<file path="config.mk">
export PLATFORM = sky130hd
export DESIGN_NAME = ipx_out_queue
export DESIGN_NICKNAME = d
export VERILOG_FILES = /design/src/design/ipx_pkg.sv /design/src/design/ipx_out_queue.sv
export SDC_FILE = /design/constraint.sdc
export NUM_CORES = 1
export LEC_CHECK = 0
export ABC_AREA = 1
export BUFFER_PORTS_ARGS = -buffer_cell sky130_fd_sc_hd__clkbuf_2
export CAP_MARGIN = 20
export CORE_AREA = 2 2 80 82
export DETAILED_ROUTE_END_ITERATION = 16
export DIE_AREA = 0 0 82 84
export GPL_TIMING_DRIVEN = 0
export PLACE_DENSITY_LB_ADDON = 0.15
export SETUP_SLACK_MARGIN = 0.4
export SLEW_MARGIN = 15
export SYNTH_ARGS = -nofsm -noshare
export SYNTH_HDL_FRONTEND = slang
export SYNTH_SLANG_ARGS = --single-unit
</file>
<file path="constraint.sdc">
create_clock -name clk -period 3.3 [get_ports clk]
set_clock_uncertainty 0.1 [all_clocks]
set_input_delay 0.99 -clock clk [delete_from_list [all_inputs] [get_ports clk]]
set_output_delay 0.99 -clock clk [all_outputs]
set_load 0.02 [all_outputs]
</file>
<file path="src/design/ipx_pkg.sv">
// shared types and constants of the indexed pixel expander
package ipx_pkg;

  // field widths
  localparam int unsigned AddrW   = 12;
  localparam int unsigned EntryW  = 24;
  localparam int unsigned ByteW   = 8;
  localparam int unsigned IndexW  = 12;
  localparam int unsigned WidthW  = 13;
  localparam int unsigned CompW   = 3;
  localparam int unsigned BpiW    = 2;
  localparam int unsigned PadW    = 2;
  localparam int unsigned ChanW   = 8;
  localparam int unsigned CfgIdxW = 2;
  localparam int unsigned CfgDataW = 13;

  // stream payload widths, padded to whole bytes
  localparam int unsigned InDataW  = 48;
  localparam int unsigned OutDataW = 32;

  // item kinds carried in in_tuser
  localparam logic MODE_PALETTE = 1'b0;
  localparam logic MODE_PIXELS  = 1'b1;

  // index size codes
  localparam logic [BpiW-1:0] BPI_4  = 2'd0;
  localparam logic [BpiW-1:0] BPI_8  = 2'd1;
  localparam logic [BpiW-1:0] BPI_12 = 2'd2;

  // 12-bit unpack phases
  localparam logic [1:0] PH_FIRST  = 2'd0;
  localparam logic [1:0] PH_SECOND = 2'd1;
  localparam logic [1:0] PH_THIRD  = 2'd2;

  // register indexes
  localparam logic [CfgIdxW-1:0] REG_BITS_PER_INDEX = 2'd0;
  localparam logic [CfgIdxW-1:0] REG_IMAGE_WIDTH    = 2'd1;
  localparam logic [CfgIdxW-1:0] REG_PALETTE_COMP   = 2'd2;
  localparam logic [CfgIdxW-1:0] REG_HIGH_INDEX     = 2'd3;

  // entry layout: three components give color
  localparam logic [CompW-1:0] COLOR_COMPONENTS = 3'd3;

  // greatest row width the width register can express
  localparam int unsigned WidthRegMax = 8191;

  // per-pixel side information following a palette read
  typedef struct packed {
    logic            row_end;
    logic [PadW-1:0] pad_bytes;
    logic            last_of_item;
    logic            replicate;
  } pix_meta_t;

  // one finished pixel
  typedef struct packed {
    logic [ChanW-1:0] blue;
    logic [ChanW-1:0] green;
    logic [ChanW-1:0] red;
    logic             row_end;
    logic [PadW-1:0]  pad_bytes;
    logic             last_of_item;
  } pix_out_t;

endpackage

</file>
<file path="src/design/ipx_out_queue.sv">
// two-entry output queue between palette read and the result stream
module ipx_out_queue
  import ipx_pkg::*;
(
  input  logic     clk,
  input  logic     rst_n,
  input  logic     push,
  input  pix_out_t push_item,
  input  logic     pop,
  output logic     head_valid,
  output pix_out_t head_item,
  output logic [1:0] count
);

  pix_out_t   slot_r [2];
  logic       wr_ptr_r, wr_ptr_nxt;
  logic       rd_ptr_r, rd_ptr_nxt;
  logic [1:0] count_r, count_nxt;
  logic       do_pop;

  assign do_pop = pop && (count_r != 2'd0);

  always_comb begin
    wr_ptr_nxt = push ? ~wr_ptr_r : wr_ptr_r;
    rd_ptr_nxt = do_pop ? ~rd_ptr_r : rd_ptr_r;
    count_nxt  = 2'(count_r + {1'b0, push} - {1'b0, do_pop});
  end

  always_ff @(posedge clk) begin
    if (!rst_n) begin
      wr_ptr_r <= 1'b0;
      rd_ptr_r <= 1'b0;
      count_r  <= 2'd0;
    end else begin
      wr_ptr_r <= wr_ptr_nxt;
      rd_ptr_r <= rd_ptr_nxt;
      count_r  <= count_nxt;
    end
  end

  always_ff @(posedge clk) begin
    if (push) begin
      slot_r[wr_ptr_r] <= push_item;
    end
  end

  assign head_valid = (count_r != 2'd0);
  assign head_item  = slot_r[rd_ptr_r];
  assign count      = count_r;

endmodule

</file>
==> impl_results.md <==
* Vias in the first global route at 1275
* # H-tree levels at 3
* Hold Startpoint: rd_ptr_r
* Buffers and inverters on the worst path at 3
* Die X at 82 um
* Placement-stage cell area at 2800 um^2
* GP Congestion at 0.727
* Die height at 84 um
* Row Count at 29
* Fin. Hold Viols at 0
* Max Clock Freq at 396 MHz
* First-pass detailed-route iteration total at 4
* Post-place setup slack at 0.705 ns
* I/O pin count at 63
* Starting Density at 38.7%
* Worst path arrival time at 1.43 ns
* CP max-delay cell: dfxtp_1
* CTS resizes at 0
* Die area at 6890 um^2
* Outcome: finished clean
* Post-CTS Setup Inserts at 0
* Maximum resistive drop on vdd at 0.326 mV
* Crit-path leading delay family: buffers and inverters
* Initial antenna violation count at 0
* Seq/Total Area, Yosys at 75.6%
* First-pass GRT wire length at 5600 um
* Hold crit path type: flop to flop
* Wire per inst at 13.1 um
* Clock latency at the later pin of the worst-skew pair at 0.33 ns
* Gr ovfl total at 0
* Post-layout minimum cycle time at 2.52 ns
* Leak pwr at 1.24 nW
* Largest net degree at the start of global routing at 29
* Pwr/cell area at 718 nW/um^2
* RSZ-0062 raised after global routing: false
* Unique masters post-synth at 12
* Synthesis-to-layout area growth at 27.4%
* Mapped Area at 2360 um^2
* Synthesized flop and latch total at 61
* Share of the synthesized area in the top cell type at 71.3%
* Drt first-iter violations at 38
* WP data required at 2.21 ns
* Top area cells in the synthesized netlist: edfxtp_1, mux2_4, dfxtp_1
* Crit Path Category: flop to output port
* RR Startpoint: count[1]
* Final Max Slew Viols at 0
* Final period util at 76.5%
* CTS root buffer: clkbuf_8
* Worst setup EP type: output port
* Placed wire-length estimate at 2440 um
* Cell count after synthesis at 122
* Total Power at 0.00216 W
* Max-cap violations at 0
* Port bufs at 62
* Vias at 1237
* Post-Route Utilization at 49.3%
* Actual slew at the worst max-slew pin at 0.647 ns
* TritonCTS buffer count at 9
* CTS tree: yes
* Design Area, Final at 3000 um^2
* Final setup fails at 0
* Via/cell ratio at 4.45
* CTS Hold Bufs at 0
* Total GRT Usage at 11.5%
* Fin nets at 230
* Core area at 6100 um^2
* YS warnings at 0
* Share of layout cells above drive strength 1 at 54.2%
* CP max stage delay at 0.32 ns
* Critical path fanouts, max at 10
* Worst-path cell chain: buf_6 -> buf_12 -> mux2_4 -> clkbuf_2
* # clock sinks at 61
* Synthesized Nets at 156
* Antenna cell count at 0
* Remaining DRCs at 0
* Clock Path Buffers at 2
* Fin worst setup slack at 0.777 ns
* Worst setup SP type: flop
* Mean Syn Cell Area at 19.3 um^2
* Clock transition at the registers of the reported paths at 0.06 ns
* Post-synth top area cell: edfxtp_1
* Routed WL at 3630 um
* Worst rel slew slack at 56.8%
* Antenna-violating nets left at 0
-- metrics by stage --
stage	cells	hold WS, ns	setup TNS, ns
4_1_cts	278	0.410	0
2_1_floorplan	122	0.367	0
5_1_grt	278	0.466	0
3_3_place_gp	261	0.384	-5.68
6_report	278	0.414	0
3_5_place_dp	262	0.393	0
-- report_power, final --
group          internal (W)  leakage [nW]  switching (W)
sequential         0.000906         0.567      0.0000225
combinational      0.000252         0.568       0.000299
clock              0.000417         0.105       0.000261
total               0.00158          1.24       0.000583
-- metal layers --
layer,share of wire [%],vias up,global-route usage [%]
met5,0,-,0
met4,2.6,0,8.18
met3,6.4,9,4.22
met2,54,39,19.2
met1,37,589,11.4
li1,-,600,-
-- path summary, 6_finish.rpt --
kind                    to  slack [ns]  cells after the start
min               rd_ptr_r        0.41                      2
max          head_item[14]        0.78                      4
min reg2reg       rd_ptr_r        0.41                      2
max reg2reg       count[1]        1.73                     10
-- cell families (layout without fill, tap and decap cells) --
kind of cell | count (synthesis) | after routing | synth area share [%]
mux | 28 | 28 | 16.6
fa+ha+maj | 2 | 2 | 1.06
simple gates | 19 | 19 | 3.13
flops | 61 | 61 | 75.6
compound gates | 1 | 1 | 0.212
buf+inv | 11 | 90 | 3.45
-- registers in the layout (all words and copies together), names as in the netlist, named ones only --
name      cells
count         2
rd_ptr_r      1
slot_r       56
wr_ptr_r      1
-- synthesized netlist by cell type --
cell and count:
nand3_1 2, ha_1 2, edfxtp_1 56, nor2_1 9, dfxtp_1 5, inv_1 8
a21oi_1 1, buf_12 2, mux2_2 8, mux2_4 20, buf_6 1, nand2_1 8
-- final cells by class --
type | instances | area (um^2)
Clock buffer | 10 | 128
Buffer | 3 | 51.3
Sequential cell | 61 | 1780
Tap cell | 77 | 96.3
Multi-Input combinational cell | 50 | 502
Fill cell | 521 | 3090
Clock inverter | 6 | 77.6
Inverter | 8 | 30.0
Timing Repair Buffer | 63 | 338
-- worst reg2reg max path: cells and delay by family (launching register included) --
family	cells	cell delay (ns)
buffers and inverters	2	0.11
adders and majority gates	2	0.42
and+or+nand+nor	6	0.46
DFF	1	0.37
-- cells in the final DEF, fill, tap and decap left out, drive strengths merged --
cell type	instances
edfxtp	56
inv	8
ha	2
nand3	2
nor2	9
bufinv	2
mux2	28
clkinv	4
buf	4
nand2	8
clkbuf	72
a21oi	1
dfxtp	5
(Power assumes the default switching activity.)
